File: src/design/radial_alpha_mask_pixel_assert.svh
// Assertion macros for the radial alpha mask design.
`ifndef RADIAL_ALPHA_MASK_PIXEL_ASSERT_SVH
`define RADIAL_ALPHA_MASK_PIXEL_ASSERT_SVH

// Same-cycle implication, disabled during reset.
`define RAMP_ASSERT_IMP(lbl, clk, rst_n, ante, cons, msg) \
    lbl: assert property (@(posedge clk) disable iff (!rst_n) (ante) |-> (cons)) \
        else $error(msg);

// Next-cycle implication, disabled during reset.
`define RAMP_ASSERT_NXT(lbl, clk, rst_n, ante, cons, msg) \
    lbl: assert property (@(posedge clk) disable iff (!rst_n) (ante) |=> (cons)) \
        else $error(msg);

`endif

File: src/design/ramp_pkg.sv
`timescale 1ns / 1ps
`default_nettype none
package ramp_pkg;

    localparam int FRAC_BITS = 16;
    localparam int MAX_SIZE  = 1024;
    localparam int W_W       = 11;                 // mask side
    localparam int W2_W      = 21;                 // side squared
    localparam int S_W       = 23;                 // sum of squared offsets
    localparam int Q_W       = 2 * FRAC_BITS + 3;  // squared distance, Q3.32
    localparam int REM_W     = 21;
    localparam int SQ_N      = 18;                 // root digits
    localparam int D_W       = 18;                 // distance Q2.16
    localparam int X_W       = 17;                 // band position Q1.16
    localparam int CW        = 44;                 // bell coefficients Q.32
    localparam int P_W       = CW + X_W + 1;
    localparam int ADDR_W    = 4;

    localparam logic [X_W-1:0]       ONE       = X_W'(1) << FRAC_BITS;
    localparam logic [15:0]          ALPHA_MAX = 16'hFFFF;
    localparam logic signed [CW-1:0] UNIT      = CW'(64'sd1 <<< 32);

    typedef enum logic [1:0] {
        REG_MASK_SIZE   = 2'd0,
        REG_FLAT_RADIUS = 2'd1,
        REG_INNER_SLOPE = 2'd2,
        REG_OUTER_SLOPE = 2'd3
    } t_reg_idx;

    typedef struct packed {
        logic                 zero_size;
        logic [W_W-1:0]       w;
        logic [W2_W-1:0]      w2;
        logic [16:0]          flat;
        logic signed [CW-1:0] s0;
        logic signed [CW-1:0] a2;
        logic signed [CW-1:0] a3;
    } t_cfg;

    typedef struct packed {
        logic opaque;
        logic zero;
    } t_flags;

endpackage
`default_nettype wire

File: src/design/ramp_dist.sv
`timescale 1ns / 1ps
`default_nettype none
module ramp_dist (
    input  wire logic                    i_clk,
    input  wire logic                    i_rst_n,
    input  wire logic                    i_en,
    input  wire logic                    i_vld,
    input  wire logic [9:0]              i_col,
    input  wire logic [9:0]              i_row,
    input  wire ramp_pkg::t_cfg          i_cfg,
    output logic                         o_vld,
    output logic                         o_kill,
    output logic [ramp_pkg::D_W-1:0]     o_d
);
    import ramp_pkg::*;

    logic                     r_v0, r_v1, r_v2;
    logic [9:0]               r_col, r_row;
    logic signed [11:0]       r_ex, r_ey;
    logic [S_W-1:0]           r_s;

    // long division stages: index k holds the state after k quotient bits
    logic                     r_dv   [0:Q_W];
    logic                     r_dk   [0:Q_W];
    logic [REM_W-1:0]         r_rem  [0:Q_W];
    logic [Q_W-1:0]           r_q    [0:Q_W];
    logic [2:0]               r_slo  [0:Q_W];

    // root stages
    logic                     r_sv   [0:SQ_N];
    logic                     r_sk   [0:SQ_N];
    logic [Q_W-1:0]           r_val  [0:SQ_N];
    logic [Q_W:0]             r_res  [0:SQ_N];

    always_ff @(posedge i_clk) begin
        if (!i_rst_n) begin
            r_v0     <= 1'b0;
            r_v1     <= 1'b0;
            r_v2     <= 1'b0;
            r_dv[0]  <= 1'b0;
        end else if (i_en) begin
            r_v0     <= i_vld;
            r_v1     <= r_v0;
            r_v2     <= r_v1;
            r_dv[0]  <= r_v2;
        end
    end

    always_ff @(posedge i_clk) begin
        if (i_en) begin
            r_col    <= i_col;
            r_row    <= i_row;
            r_ex     <= $signed({1'b0, r_col, 1'b0}) - $signed({1'b0, i_cfg.w});
            r_ey     <= $signed({1'b0, r_row, 1'b0}) - $signed({1'b0, i_cfg.w});
            r_s      <= (S_W'(r_ex) * S_W'(r_ex)) + (S_W'(r_ey) * S_W'(r_ey));
            r_dk[0]  <= i_cfg.zero_size || (r_s > {i_cfg.w2, 2'b00});
            r_rem[0] <= REM_W'(r_s >> 3);
            r_q[0]   <= '0;
            r_slo[0] <= r_s[2:0];
        end
    end

    for (genvar k = 1; k <= Q_W; k++) begin : g_div
        logic              nb;
        logic [REM_W:0]    t;
        logic              ge;
        if (k <= 3) begin : g_nb
            assign nb = r_slo[k-1][3-k];
        end else begin : g_zero
            assign nb = 1'b0;
        end
        assign t  = {r_rem[k-1], nb};
        assign ge = t >= (REM_W+1)'(i_cfg.w2);

        always_ff @(posedge i_clk) begin
            if (!i_rst_n) begin
                r_dv[k] <= 1'b0;
            end else if (i_en) begin
                r_dv[k] <= r_dv[k-1];
            end
        end
        always_ff @(posedge i_clk) begin
            if (i_en) begin
                r_dk[k]  <= r_dk[k-1];
                r_slo[k] <= r_slo[k-1];
                r_rem[k] <= ge ? REM_W'(t - (REM_W+1)'(i_cfg.w2)) : REM_W'(t);
                r_q[k]   <= {r_q[k-1][Q_W-2:0], ge};
            end
        end
    end

    always_ff @(posedge i_clk) begin
        if (!i_rst_n) begin
            r_sv[0] <= 1'b0;
        end else if (i_en) begin
            r_sv[0] <= r_dv[Q_W];
        end
    end
    always_ff @(posedge i_clk) begin
        if (i_en) begin
            r_sk[0]  <= r_dk[Q_W];
            r_val[0] <= r_q[Q_W];
            r_res[0] <= '0;
        end
    end

    for (genvar j = 1; j <= SQ_N; j++) begin : g_sqrt
        localparam logic [Q_W:0] BIT = (Q_W+1)'(1) << (2 * (SQ_N - j));
        logic [Q_W:0] sum;
        logic         ge;
        assign sum = r_res[j-1] + BIT;
        assign ge  = {1'b0, r_val[j-1]} >= sum;

        always_ff @(posedge i_clk) begin
            if (!i_rst_n) begin
                r_sv[j] <= 1'b0;
            end else if (i_en) begin
                r_sv[j] <= r_sv[j-1];
            end
        end
        always_ff @(posedge i_clk) begin
            if (i_en) begin
                r_sk[j]  <= r_sk[j-1];
                r_val[j] <= ge ? r_val[j-1] - sum[Q_W-1:0] : r_val[j-1];
                r_res[j] <= ge ? (r_res[j-1] >> 1) + BIT : r_res[j-1] >> 1;
            end
        end
    end

    assign o_vld  = r_sv[SQ_N];
    assign o_kill = r_sk[SQ_N];
    assign o_d    = r_res[SQ_N][D_W-1:0];
endmodule
`default_nettype wire

File: config.mk
export PLATFORM = sky130hd
export DESIGN_NAME = ramp_dist
export DESIGN_NICKNAME = d
export VERILOG_FILES = /design/src/design/radial_alpha_mask_pixel_assert.svh /design/src/design/ramp_pkg.sv /design/src/design/ramp_dist.sv
export SDC_FILE = /design/constraint.sdc
export NUM_CORES = 2
export LEC_CHECK = 0
export BUFFER_PORTS_ARGS = -buffer_cell sky130_fd_sc_hd__buf_4
export CORE_MARGIN = 4
export CORE_UTILIZATION = 55
export CTS_CLUSTER_DIAMETER = 100
export DETAILED_ROUTE_END_ITERATION = 10
export PLACE_DENSITY = 0.71
export SLEW_MARGIN = 20
export SYNTH_ARGS = -nofsm -noshare
export SYNTH_HDL_FRONTEND = slang
export SYNTH_SLANG_ARGS = --single-unit
File: constraint.sdc
create_clock -name i_clk -period 7.6 [get_ports i_clk]
set_clock_uncertainty 0.05 [all_clocks]
set_input_delay 1.52 -clock i_clk [delete_from_list [all_inputs] [get_ports i_clk]]
set_output_delay 1.52 -clock i_clk [all_outputs]
set_load 0.005 [all_outputs]
==> results.json <==
{
  "worstMarginPinSlew_ps": 1103,
  "rsz0062_at_grt": "no",
  "place.gp.congestion": 0.8957,
  "layout_min_cycle_time_ps": 7136,
  "cp_data_arrival_time_ps": 7660,
  "postSynthAreaPerCell_um2": 11.95,
  "tns_ps": 0,
  "yosys_most_used_dff": "edfxtp_1",
  "fin_ws_ps": 464.2,
  "hold_viol": 0,
  "status": "completed",
  "grt-ovfl-total": 0,
  "cts_buffer_depth": 4,
  "drc": 0,
  "cp_slowest_stage_delay_ps": 530,
  "track_usage_pct": 23.43,
  "htree_levels": 5,
  "die_h_um": 501.0,
  "cts.sinks": 2346,
  "drtIter0Drc": 6897,
  "clockRootBuffer": "clkbuf_16",
  "async_flop_share_pct": 0,
  "critPathLaunchType": "register",
  "firstDrtPassIters": 8,
  "die_x_um": 501.0,
  "cts-resized-gates": 0,
  "start_util_pct": 55.42,
  "via_count": 88370,
  "synth_cell_type_count": 89,
  "slew_violations": 0,
  "max-slew-margin-rel_pct": 26.45,
  "grt_max_degree": 199,
  "core_area_mm2": 0.2412,
  "wire_per_inst_um": 20.10,
  "hpwl_um": 210600,
  "fin_crit_sh_pct": 93.89,
  "endpoint_kind": "register",
  "cp_max_fo": 8,
  "hp-start": "r_q[0][70]",
  "numCtsBuffers": 277,
  "io_buffers": 76,
  "crit_start": "r_ey[1]",
  "row_count": 180,
  "ys_seq_elements": 2346,
  "grt_pass1_vias": 88590,
  "die_area_mm2": 0.2510,
  "yosysTopAreaCellShare_pct": 52.58,
  "layout_commonest_cell": "edfxtp_1",
  "ys_seq_area_share_pct": 52.66,
  "antenna_left": 0,
  "routed_wl_um": 299100,
  "synth_edf_count": 2341,
  "synth_fp_nets": 12740,
  "drt-vias-per-instance": 5.940,
  "fmaxAchievable_ghz": 0.1401,
  "mostFrequentLayoutCells": "edfxtp_1 (2,341), ha_1 (1,045), a21oi_1 (864), inv_1 (814), nor2_1 (791)",
  "post-place-ws_ps": 245.8,
  "grt_pass1_wl_um": 474100,
  "synthCells": 11190,
  "yosysWarnings": 0,
  "syn2layout_area_growth_pct": 10.71,
  "clk_pin_slew_worst_paths_ps": 60,
  "cp_slowest_cell": "fa_1",
  "synth_top_area_cell": "edfxtp_1",
  "insertion_delay_ps": 920,
  "drv_cap": 0,
  "antenna_found_initial": 5,
  "crit_chain": "and2_1, inv_1, fa_1, inv_1, ha_1, fa_1, inv_1, fa_1, inv_1, fa_1, inv_1, fa_1, inv_1, fa_1, ha_1, a21oi_1, nor2b_1, a311o_1, o31ai_1, o21ai_0, o41a_1, a41oi_1, nor2b_1, xnor2_1",
  "hp-class": "reg2reg",
  "drive_gt1_share_pct": 8.837,
  "r2r_start": "r_ey[1]",
  "crit_type": "reg2reg",
  "synthTopCellsByArea": "edfxtp_1 (53%), ha_1 (9.8%), fa_1 (4.6%)",
  "cts_tree": "yes",
  "num_io_pins": 226,
  "worstPathRequired_ps": 8130,
  "syn_area_mm2": 0.1337,
  "finalSetupViolCount": 0,
  "fin_nets": 13050
}
## cells in the mapped netlist, types with 69 or more instances
cell / n
xor2_1: 355
a21oi_1: 865
mux2_2: 268
a21o_1: 269
o31ai_1: 79
nand2b_1: 152
nand2_1: 635
ha_1: 1045
a31oi_1: 77
inv_1: 835
nor2_1: 791
o21ai_0: 554
nand4_1: 116
nand3_1: 122
nor3_1: 213
a211oi_1: 69
nor2b_1: 162
clkbuf_1: 176
nor4_1: 127
fa_1: 306
xnor2_1: 451
edfxtp_1: 2341
and2_1: 116
and3_1: 121
o21a_1: 164
## per-stage QoR
step                hold WS [ps]  instances  area [µm²]  util [%]
floorplan                  350.3      11190      133700         -
global placement           350.4      14390      139000     57.64
detailed placement         354.5      14390      139000     57.64
CTS                        333.6      14870      147900     61.33
global route               343.4      14880      148000     61.36
finish                     335.2      14880      148000     61.36
## logic make-up (layout without fill, tap and decap cells)
kind of cell / count (synthesis) / count (layout) / share of synthesized area (%)
AND/OR/NAND/NOR: 2826 / 2826 / 10.50
adder cells (fa/ha/maj): 1351 / 1351 / 14.36
other: 1 / 4 / 0.002805
XOR/XNOR: 806 / 806 / 5.281
flip-flops: 2346 / 2346 / 52.66
multiplexers: 307 / 307 / 2.549
AO/OA/AOI/OAI: 2515 / 2515 / 11.72
buffers and inverters: 1035 / 1537 / 2.924
## flip-flops by register name (all words and copies together) (netlist names), 11 cells and up
signal / cells
r_s: 22
r_sk: 19
r_ey: 11
r_rem: 734
r_ex: 12
r_dv: 36
r_res: 171
r_dk: 36
r_val: 630
r_sv: 19
r_q: 630
## critical path: cells and delay by family (launching register included)
kind / cells / cell delay [ps]
flip-flops: 1 / 510
XOR/XNOR: 1 / 80
buffers and inverters: 6 / 300
AND/OR/NAND/NOR: 3 / 460
adder cells (fa/ha/maj): 8 / 3690
AO/OA/AOI/OAI: 6 / 1740
## layer usage
layer / GRT usage (%) / up-vias / routed length, µm
li1: - / 42010 / -
met1: 31.40 / 43270 / 130200
met2: 39.36 / 2429 / 143400
met3: 2.798 / 655 / 14070
met4: 8.719 / 0 / 11490
met5: 0 / - / 0
## cell type report
class | count | area (µm²)
Antenna cell | 3 | 7.507
Fill cell | 18520 | 93210
Clock inverter | 150 | 1578
Inverter | 835 | 3134
Multi-Input combinational cell | 7806 | 59520
Tap cell | 3185 | 3985
Clock buffer | 324 | 7330
Sequential cell | 2346 | 70400
Timing Repair Buffer | 228 | 2039
## repair_timing
action	in CTS	in global routing
buffers inserted	0	5
setup endpoints to repair	0	3
hold buffers	0	0
## worst paths after layout
path	endpoint	slack (ps)	cells past startpoint
worst max-delay path	r_s[19]	460	24
worst min-delay path	r_q[0][106]	340	0
worst max register to register	r_s[19]	460	24
worst min register to register	r_q[0][106]	340	0
Power is not shown: default switching activity piles up to over one toggle a cycle in this logic, so the estimate is an artifact.
