===== config.mk =====
export PLATFORM = sky130hd
export DESIGN_NAME = ramp_band
export DESIGN_NICKNAME = d
export VERILOG_FILES = /design/src/design/radial_alpha_mask_pixel_assert.svh /design/src/design/ramp_pkg.sv /design/src/design/ramp_band.sv
export SDC_FILE = /design/constraint.sdc
export NUM_CORES = 1
export LEC_CHECK = 0
export ABC_CLOCK_PERIOD_IN_PS = 4200
export BUFFER_PORTS_ARGS = -buffer_cell sky130_fd_sc_hd__buf_2
export CORE_ASPECT_RATIO = 0.6
export CORE_MARGIN = 2
export CORE_UTILIZATION = 30
export CTS_CLUSTER_DIAMETER = 120
export DETAILED_ROUTE_END_ITERATION = 8
export PLACE_DENSITY = 0.55
export SLEW_MARGIN = 20
export SYNTH_ARGS = -nofsm -noshare
export SYNTH_HDL_FRONTEND = slang
export SYNTH_SLANG_ARGS = --single-unit

===== constraint.sdc =====
create_clock -name i_clk -period 4.2 [get_ports i_clk]
set_input_delay 0.42 -clock i_clk [delete_from_list [all_inputs] [get_ports i_clk]]
set_output_delay 0.42 -clock i_clk [all_outputs]
set_load 0.01 [all_outputs]

===== src/design/radial_alpha_mask_pixel_assert.svh =====
// Assertion macros for the radial alpha mask design.
`ifndef RADIAL_ALPHA_MASK_PIXEL_ASSERT_SVH
`define RADIAL_ALPHA_MASK_PIXEL_ASSERT_SVH

// Same-cycle implication, disabled during reset.
`define RAMP_ASSERT_IMP(lbl, clk, rst_n, ante, cons, msg) \
    lbl: assert property (@(posedge clk) disable iff (!rst_n) (ante) |-> (cons)) \
        else $error(msg);

// Next-cycle implication, disabled during reset.
`define RAMP_ASSERT_NXT(lbl, clk, rst_n, ante, cons, msg) \
    lbl: assert property (@(posedge clk) disable iff (!rst_n) (ante) |=> (cons)) \
        else $error(msg);

`endif


===== src/design/ramp_pkg.sv =====
`timescale 1ns / 1ps
`default_nettype none
package ramp_pkg;

    localparam int FRAC_BITS = 16;
    localparam int MAX_SIZE  = 1024;
    localparam int W_W       = 11;                 // mask side
    localparam int W2_W      = 21;                 // side squared
    localparam int S_W       = 23;                 // sum of squared offsets
    localparam int Q_W       = 2 * FRAC_BITS + 3;  // squared distance, Q3.32
    localparam int REM_W     = 21;
    localparam int SQ_N      = 18;                 // root digits
    localparam int D_W       = 18;                 // distance Q2.16
    localparam int X_W       = 17;                 // band position Q1.16
    localparam int CW        = 44;                 // bell coefficients Q.32
    localparam int P_W       = CW + X_W + 1;
    localparam int ADDR_W    = 4;

    localparam logic [X_W-1:0]       ONE       = X_W'(1) << FRAC_BITS;
    localparam logic [15:0]          ALPHA_MAX = 16'hFFFF;
    localparam logic signed [CW-1:0] UNIT      = CW'(64'sd1 <<< 32);

    typedef enum logic [1:0] {
        REG_MASK_SIZE   = 2'd0,
        REG_FLAT_RADIUS = 2'd1,
        REG_INNER_SLOPE = 2'd2,
        REG_OUTER_SLOPE = 2'd3
    } t_reg_idx;

    typedef struct packed {
        logic                 zero_size;
        logic [W_W-1:0]       w;
        logic [W2_W-1:0]      w2;
        logic [16:0]          flat;
        logic signed [CW-1:0] s0;
        logic signed [CW-1:0] a2;
        logic signed [CW-1:0] a3;
    } t_cfg;

    typedef struct packed {
        logic opaque;
        logic zero;
    } t_flags;

endpackage
`default_nettype wire


===== src/design/ramp_band.sv =====
`timescale 1ns / 1ps
`default_nettype none
module ramp_band (
    input  wire logic                    i_clk,
    input  wire logic                    i_rst_n,
    input  wire logic                    i_en,
    input  wire logic                    i_vld,
    input  wire logic                    i_kill,
    input  wire logic [ramp_pkg::D_W-1:0] i_d,
    input  wire ramp_pkg::t_cfg          i_cfg,
    output logic                         o_vld,
    output ramp_pkg::t_flags             o_flags,
    output logic [ramp_pkg::X_W-1:0]     o_x
);
    import ramp_pkg::*;

    localparam int N = X_W;

    logic             r_v    [0:N];
    t_flags           r_fl   [0:N];
    logic             r_big  [0:N];
    logic [X_W-1:0]   r_d    [0:N];
    logic [X_W-1:0]   r_dv   [0:N];
    logic             r_lsb  [0:N];
    logic [X_W-1:0]   r_rem  [0:N];
    logic [X_W-1:0]   r_q    [0:N];

    logic             opaque;
    logic [X_W-1:0]   diff;

    assign opaque = !i_kill && (i_d < D_W'(i_cfg.flat));
    assign diff   = X_W'(i_d - D_W'(i_cfg.flat));

    always_ff @(posedge i_clk) begin
        if (!i_rst_n) begin
            r_v[0] <= 1'b0;
        end else if (i_en) begin
            r_v[0] <= i_vld;
        end
    end
    always_ff @(posedge i_clk) begin
        if (i_en) begin
            r_fl[0].opaque <= opaque;
            r_fl[0].zero   <= i_kill || (!opaque && i_d > D_W'(ONE));
            r_big[0]       <= i_cfg.flat >= ONE;
            r_d[0]         <= i_d[X_W-1:0];
            r_dv[0]        <= ONE - i_cfg.flat;
            r_lsb[0]       <= diff[0];
            r_rem[0]       <= diff >> 1;
            r_q[0]         <= '0;
        end
    end

    for (genvar k = 1; k <= N; k++) begin : g_div
        logic          nb;
        logic [X_W:0]  t;
        logic          ge;
        if (k == 1) begin : g_nb
            assign nb = r_lsb[0];
        end else begin : g_zero
            assign nb = 1'b0;
        end
        assign t  = {r_rem[k-1], nb};
        assign ge = t >= {1'b0, r_dv[k-1]};

        always_ff @(posedge i_clk) begin
            if (!i_rst_n) begin
                r_v[k] <= 1'b0;
            end else if (i_en) begin
                r_v[k] <= r_v[k-1];
            end
        end
        always_ff @(posedge i_clk) begin
            if (i_en) begin
                r_fl[k]  <= r_fl[k-1];
                r_big[k] <= r_big[k-1];
                r_d[k]   <= r_d[k-1];
                r_dv[k]  <= r_dv[k-1];
                r_lsb[k] <= r_lsb[k-1];
                r_rem[k] <= ge ? X_W'(t - {1'b0, r_dv[k-1]}) : X_W'(t);
                r_q[k]   <= {r_q[k-1][X_W-2:0], ge};
            end
        end
    end

    // A flat radius at or above one leaves at most d == 1.0 in the band.
    assign o_vld   = r_v[N];
    assign o_flags = r_fl[N];
    assign o_x     = r_big[N] ? r_d[N] : r_q[N];
endmodule
`default_nettype wire


==> metrics, run 1 <==
clock tree buffer depth 3; FF+latch count, synth 1109; Achievable Freq 273 MHz; CTS H-tree depth 3; clock sink total 1109; critical-path maximum fanout 4; crit path DAT 4.13 ns; Site Rows 119; die height 329 um; Post-synth EDFFs 1108; commonest non-fill, non-tap cell in the layout edfxtp_1; Crit Path Class primary input to register; P_sw 0.0148 W; CP Data Required Time 4.67 ns; Area Overhead vs Synth 13.9%; Avg WL per Cell 16.7 um; Finished Cell Area 60000 um2; Root Buffer clkbuf_16; post-synthesis sequential area ratio 63.2%; hpwl dp 79900 um; Power Total 0.0425 W; RSZ-0062 raised after global routing no; Final Max Tran Viols 0; FFs w/ async S/R, synth 0%; final-layout fill cell count 16900; top_reg_cell synth edfxtp_1; Final ANT Viol Nets 0; Max-slew headroom 29.4%; multi-input logic area 17800 um2; Pleak 22.9 nW; Worst Hold Class primary input to register; maximum vdd ir drop 403 uV; syn_nets 4464; DR vias 31100; Final period util 87.1%; Hold WS 0.0806 ns; Residual DRC 0; YS warnings 0; final wirelength 110000 um; largest net degree at the start of global routing 169; Cell variety after synth 92; commonest cells after routing, fill and taps aside 1108 x edfxtp_1, 374 x inv_1, 307 x ha_1; total CTS buffers 109; outcome finished clean; combinational share of power 38.4%; first-pass GRT wire length 173000 um; final hold violations 0; final setup vio count 0; layout cell share with drive strength beyond 1 11.3%; CTS tree yes; GRT overflow 0; Post-Synthesis Cell Area 52700 um2; Clock Latency Late Sink 0.73 ns; Reg area 33300 um2; initial antenna violation count 4; Starting Density 30.1%; Die W 545 um; Worst setup EP type register; Clk pin slew, worst setup/hold paths 0.06 ns; Synth Instances 3935; Nets 4653; Post-DP Area 56100 um2; Internal 0.0277 W; Placer Congestion 0.869; Setup crit start kind primary input; vias in the first global route 29300; Tot GR Track Use 12.1%; max-cap viol count 0; Worst-Margin Slew 1.05 ns; PwrDens 708 nW/um2; drt via density 4.73; die area 179000 um2; setup TNS 0 ns; Core ar. 175000 um2; I/O pin total 225; Iter 0 DRT Violations 3194; clk_skew 0.0671 ns; clock share of power 22.9%; sequential power share 38.6%; port bufs 59; DR pass1 iterations 5; post-CTS sizing 0; Net Sw Frac 34.7%; Final min period 3.66 ns; utilization after layout 34.3%; Avg Cell Area, Syn 13.4 um2
==> power by group through the flow <==
| stage | Combinational [W] | Sequential, W | Clock, W |
|---|---|---|---|
| 5_1_grt | 0.0181 | 0.0167 | 0.0105 |
| 6_report | 0.0163 | 0.0164 | 0.00974 |
| 4_1_cts | 0.0161 | 0.0164 | 0.0101 |
| 2_1_floorplan | 0.0121 | 0.0161 | 0 |
| 3_5_place_dp | 0.0160 | 0.0167 | 0 |
| 3_3_place_gp | 0.0158 | 0.0166 | 0 |
==> state kept, by name, indices dropped and copies added (netlist names) <==
signal	flops
r_v	18
r_fl	36
r_big	18
r_d	306
r_rem	288
r_lsb	1
r_dv	289
r_q	153
==> stage by stage <==
step	worst slack (ns)	std cells
6_report	0.541	6578
5_1_grt	0.374	6578
4_1_cts	0.682	6577
3_5_place_dp	0.734	6343
3_3_place_gp	0.826	6343
2_1_floorplan	1.20	3935
==> synth_stat cells, types with 9 or more instances <==
library cell,count,area (um2)
fa_1,17,340
a31oi_1,38,238
o21bai_1,11,82.6
xor2_1,73,639
xnor2_1,126,1100
clkbuf_1,41,154
mux2_2,158,1780
and3_1,60,375
or2_2,23,144
o211ai_1,19,143
edfxtp_1,1108,33300
a311oi_1,14,123
a21boi_0,24,180
nand4_1,16,100
or3_1,11,68.8
ha_1,307,3840
nand2_1,188,706
inv_1,374,1400
nor2_1,209,785
a211oi_1,28,210
a41oi_1,10,87.6
nor3_1,70,350
nor4_1,14,87.6
o31a_1,12,105
nand2b_1,66,413
mux2i_1,15,150
and4_1,11,96.3
a2111oi_0,16,140
o31ai_1,26,195
o21ai_0,207,1040
a21o_1,83,623
o21a_1,59,443
a21oi_1,212,1060
and2_1,18,113
a211o_1,13,114
nand3_1,43,215
nor3b_1,9,67.6
nor2b_1,67,419
==> worst max-delay path, stage by stage <==
cell           delay [ns]
dlygate4sd3_1        0.51
buf_2                0.17
inv_1                0.06
ha_1                 0.22
fa_1                 0.41
nand2b_1             0.17
a21boi_0             0.26
o21ai_0              0.16
a21oi_1              0.51
a221o_1              0.38
a211o_1              0.21
a2111oi_0            0.10
dlygate4sd3_1        0.56
==> layout make-up <==
type                            count  area share [%]
Clock buffer                      123            4.63
Tap cell                         2359            4.92
Sequential cell                  1109            55.5
Multi-Input combinational cell   2395            29.6
Inverter                          375            2.35
Timing Repair Buffer              134            1.67
Antenna cell                        1         0.00417
Clock inverter                     82            1.32
==> cell families (layout without fill, tap and decap cells) <==
group                    after synthesis  in the layout  synth area share (%)
AND/OR/NAND/NOR                      837            837                  8.00
XOR/XNOR                             199            199                  3.31
flip-flops                          1109           1109                  63.2
adder cells (fa/ha/maj)              324            324                  7.93
buffers and inverters                431            714                  3.15
AO/OA/AOI/OAI                        861            861                  10.8
other                                  0              1                     0
multiplexers                         174            174                  3.68
==> worst paths after layout <==
path | startpoint | to | slack (ns) | cells after the start
worst max-delay path | i_d[0] | r_fl[0][1] | 0.54 | 13
worst min-delay path | i_d[4] | r_d[0][4] | 0.08 | 1
worst max register to register | r_rem[8][12] | r_rem[9][11] | 0.62 | 9
worst min register to register | r_d[16][5] | r_d[17][5] | 0.36 | 0
==> what timing repair did <==
| action | in CTS | in global routing |
|---|---|---|
| buffers inserted | 0 | 0 |
| hold buffers | 29 | 0 |
| hold endpoints to repair | 28 | 0 |
==> layer usage <==
metal / track usage [%] / wire (um) / part of all wire, %
met5: 0 / 0 / 0
met4: 2.85 / 2090 / 1.9
met3: 2.24 / 6770 / 6.1
met2: 14.8 / 38700 / 35
met1: 20.9 / 62600 / 57
No activity file was read; power rests on OpenSTA's default activity.
==> inputs of run 2 (changes only) <==
--- a/config.mk
+++ b/config.mk
@@ -5,7 +5,7 @@
 export SDC_FILE = /design/constraint.sdc
 export NUM_CORES = 1
 export LEC_CHECK = 0
-export ABC_CLOCK_PERIOD_IN_PS = 4200
+export ABC_CLOCK_PERIOD_IN_PS = 4100
 export BUFFER_PORTS_ARGS = -buffer_cell sky130_fd_sc_hd__buf_2
 export CORE_ASPECT_RATIO = 0.6
 export CORE_MARGIN = 2
==> constraint.sdc (replaced) <==
create_clock -name i_clk -period 4.1 [get_ports i_clk]
set_input_delay 0.41 -clock i_clk [delete_from_list [all_inputs] [get_ports i_clk]]
set_output_delay 0.41 -clock i_clk [all_outputs]
set_load 0.01 [all_outputs]
==> metrics, run 2 (same netlist as run 1, synthesis figures left out) <==
crit path DAT 4.08 ns; RSZ-0062 raised after global routing no; Reg area 33300 um2; Final min period 3.61 ns; outcome finished clean; vias in the first global route 29000; Max-slew headroom 33.4%; Bufs and invs on worst path 4; Final Max Tran Viols 0; I/O pin total 225; setup TNS 0 ns; multi-input logic area 17800 um2; DR pass1 iterations 6; Post-DP Area 56300 um2; port bufs 59; hpwl dp 80500 um; Crit Path Class primary input to register; final-layout fill cell count 16900; Root Buffer clkbuf_16; CP most frequent cell dlygate4sd3_1; Placer Congestion 0.850; initial antenna violation count 3; CP top delay family compound AO/OA/AOI/OAI gates; DR vias 31100; GRT overflow 0; Largest Register r_d; Worst Hold Class primary input to register; PwrDens 725 nW/um2; Nets 4664; first-pass GRT wire length 172000 um; Die W 545 um; maximum vdd ir drop 435 uV; R2R Path End r_rem[9][11]; Clk pin slew, worst setup/hold paths 0.07 ns; layout cell share with drive strength beyond 1 11.6%; die height 329 um; Setup WS post-layout 0.491 ns; final wirelength 111000 um; largest net degree at the start of global routing 103; worst slack, placed 0.638 ns; critical-path maximum fanout 4; Area Overhead vs Synth 14.2%; clock sink total 1109; commonest non-fill, non-tap cell in the layout edfxtp_1; Setup crit start kind primary input; Pleak 23.0 nW; commonest cells after routing, fill and taps aside 1108 x edfxtp_1, 374 x inv_1, 307 x ha_1; drt via density 4.72; clock tree buffer depth 3; CP startpoint i_d[0]; final hold violations 0; die area 179000 um2; max-cap viol count 0; CTS H-tree depth 3; slowest CP cell dlygate4sd3_1; Final ANT Viol Nets 0; R2R Setup Slk 0.57 ns; max reg flops 306; Finished Cell Area 60200 um2; reg2reg start r_rem[8][1]; Achievable Freq 277 MHz; Avg WL per Cell 16.8 um; clk_skew 0.0505 ns; utilization after layout 34.4%; worst path cell trace dlygate4sd3_1 > buf_2 > inv_1 > ha_1 > fa_1 > nand2b_1 > a21boi_0 > o21ai_0 > a21oi_1 > a221o_1 > a211o_1 > a2111oi_0 > dlygate4sd3_1; top flop regs r_d: 306 flops, r_dv: 289 flops, r_rem: 288 flops; Worst Setup EP r_fl[0][1]; Site Rows 119; Residual DRC 0; Iter 0 DRT Violations 3121; CTS tree yes; Tot GR Track Use 12.2%; slowest stage delay, CP 0.57 ns; Final period util 88.0%; Core ar. 175000 um2; Worst-Margin Slew 0.992 ns; R2R cell count 9; Clock Latency Late Sink 0.74 ns; Hold WS 0.0657 ns; post-CTS sizing 0; Starting Density 30.1%; Worst setup EP type register; final setup vio count 0; Crit path depth 13; total CTS buffers 110; CP Data Required Time 4.57 ns
-- run 2: cell count changes in the layout (fill, tap and decap cells not counted), moves of 5 or more --
cell | before | now
clkinv_2 | 18 | 24
clkinv_4 | 2 | 11
clkinv_1 | 32 | 24
buf_12 | 5 | 10
clkinvlp_4 | 9 | 4
-- run 2: worst min path at each step --
stage               start          to  slack [ns]  cells after the start
3_3_place_gp   r_fl[5][1]  r_fl[6][1]        0.40                      0
4_1_cts           i_rst_n   r_v[8][0]      0.0001                      2
6_report          i_rst_n   r_v[8][0]        0.07                      2
3_5_place_dp    r_big[12]   r_big[13]        0.40                      0
2_1_floorplan    r_big[9]   r_big[10]        0.40                      0
5_1_grt           i_rst_n   r_v[8][0]        0.04                      2
-- run 2: per-layer routing --
metal / global-route usage (%) / part of all wire [%]
met5: 0 / 0.016
met4: 2.86 / 1.9
met3: 2.54 / 6.7
met2: 14.6 / 35
met1: 20.9 / 57
-- run 2: repair_timing --
| item | 4_1_cts | 5_1_grt |
|---|---|---|
| setup buffers | 0 | 0 |
| hold buffers | 31 | 0 |
| hold endpoints to repair | 30 | 0 |
-- run 2: area by class of cell --
type,instances,share of cell area [%]
clock inverters,80,1.24
flip-flops and latches,1109,55.3
repair buffers,144,1.90
inverters,375,2.34
clock buffers,127,4.75
diodes,2,0.00831
multi-input cells,2395,29.5
well taps,2359,4.90
-- run 2: power by group --
group          switching, W  leakage, nW  internal (W)
logic               0.00941         10.4       0.00729
registers           0.00118         10.9        0.0156
clock network       0.00450         1.77       0.00561
-- run 2: per-stage QoR --
step	power [W]	cells
after floorplan	0.0289	3935
after global placement	0.0332	6351
after detailed placement	0.0334	6351
after CTS	0.0439	6589
after global routing	0.0466	6590
final	0.0436	6591
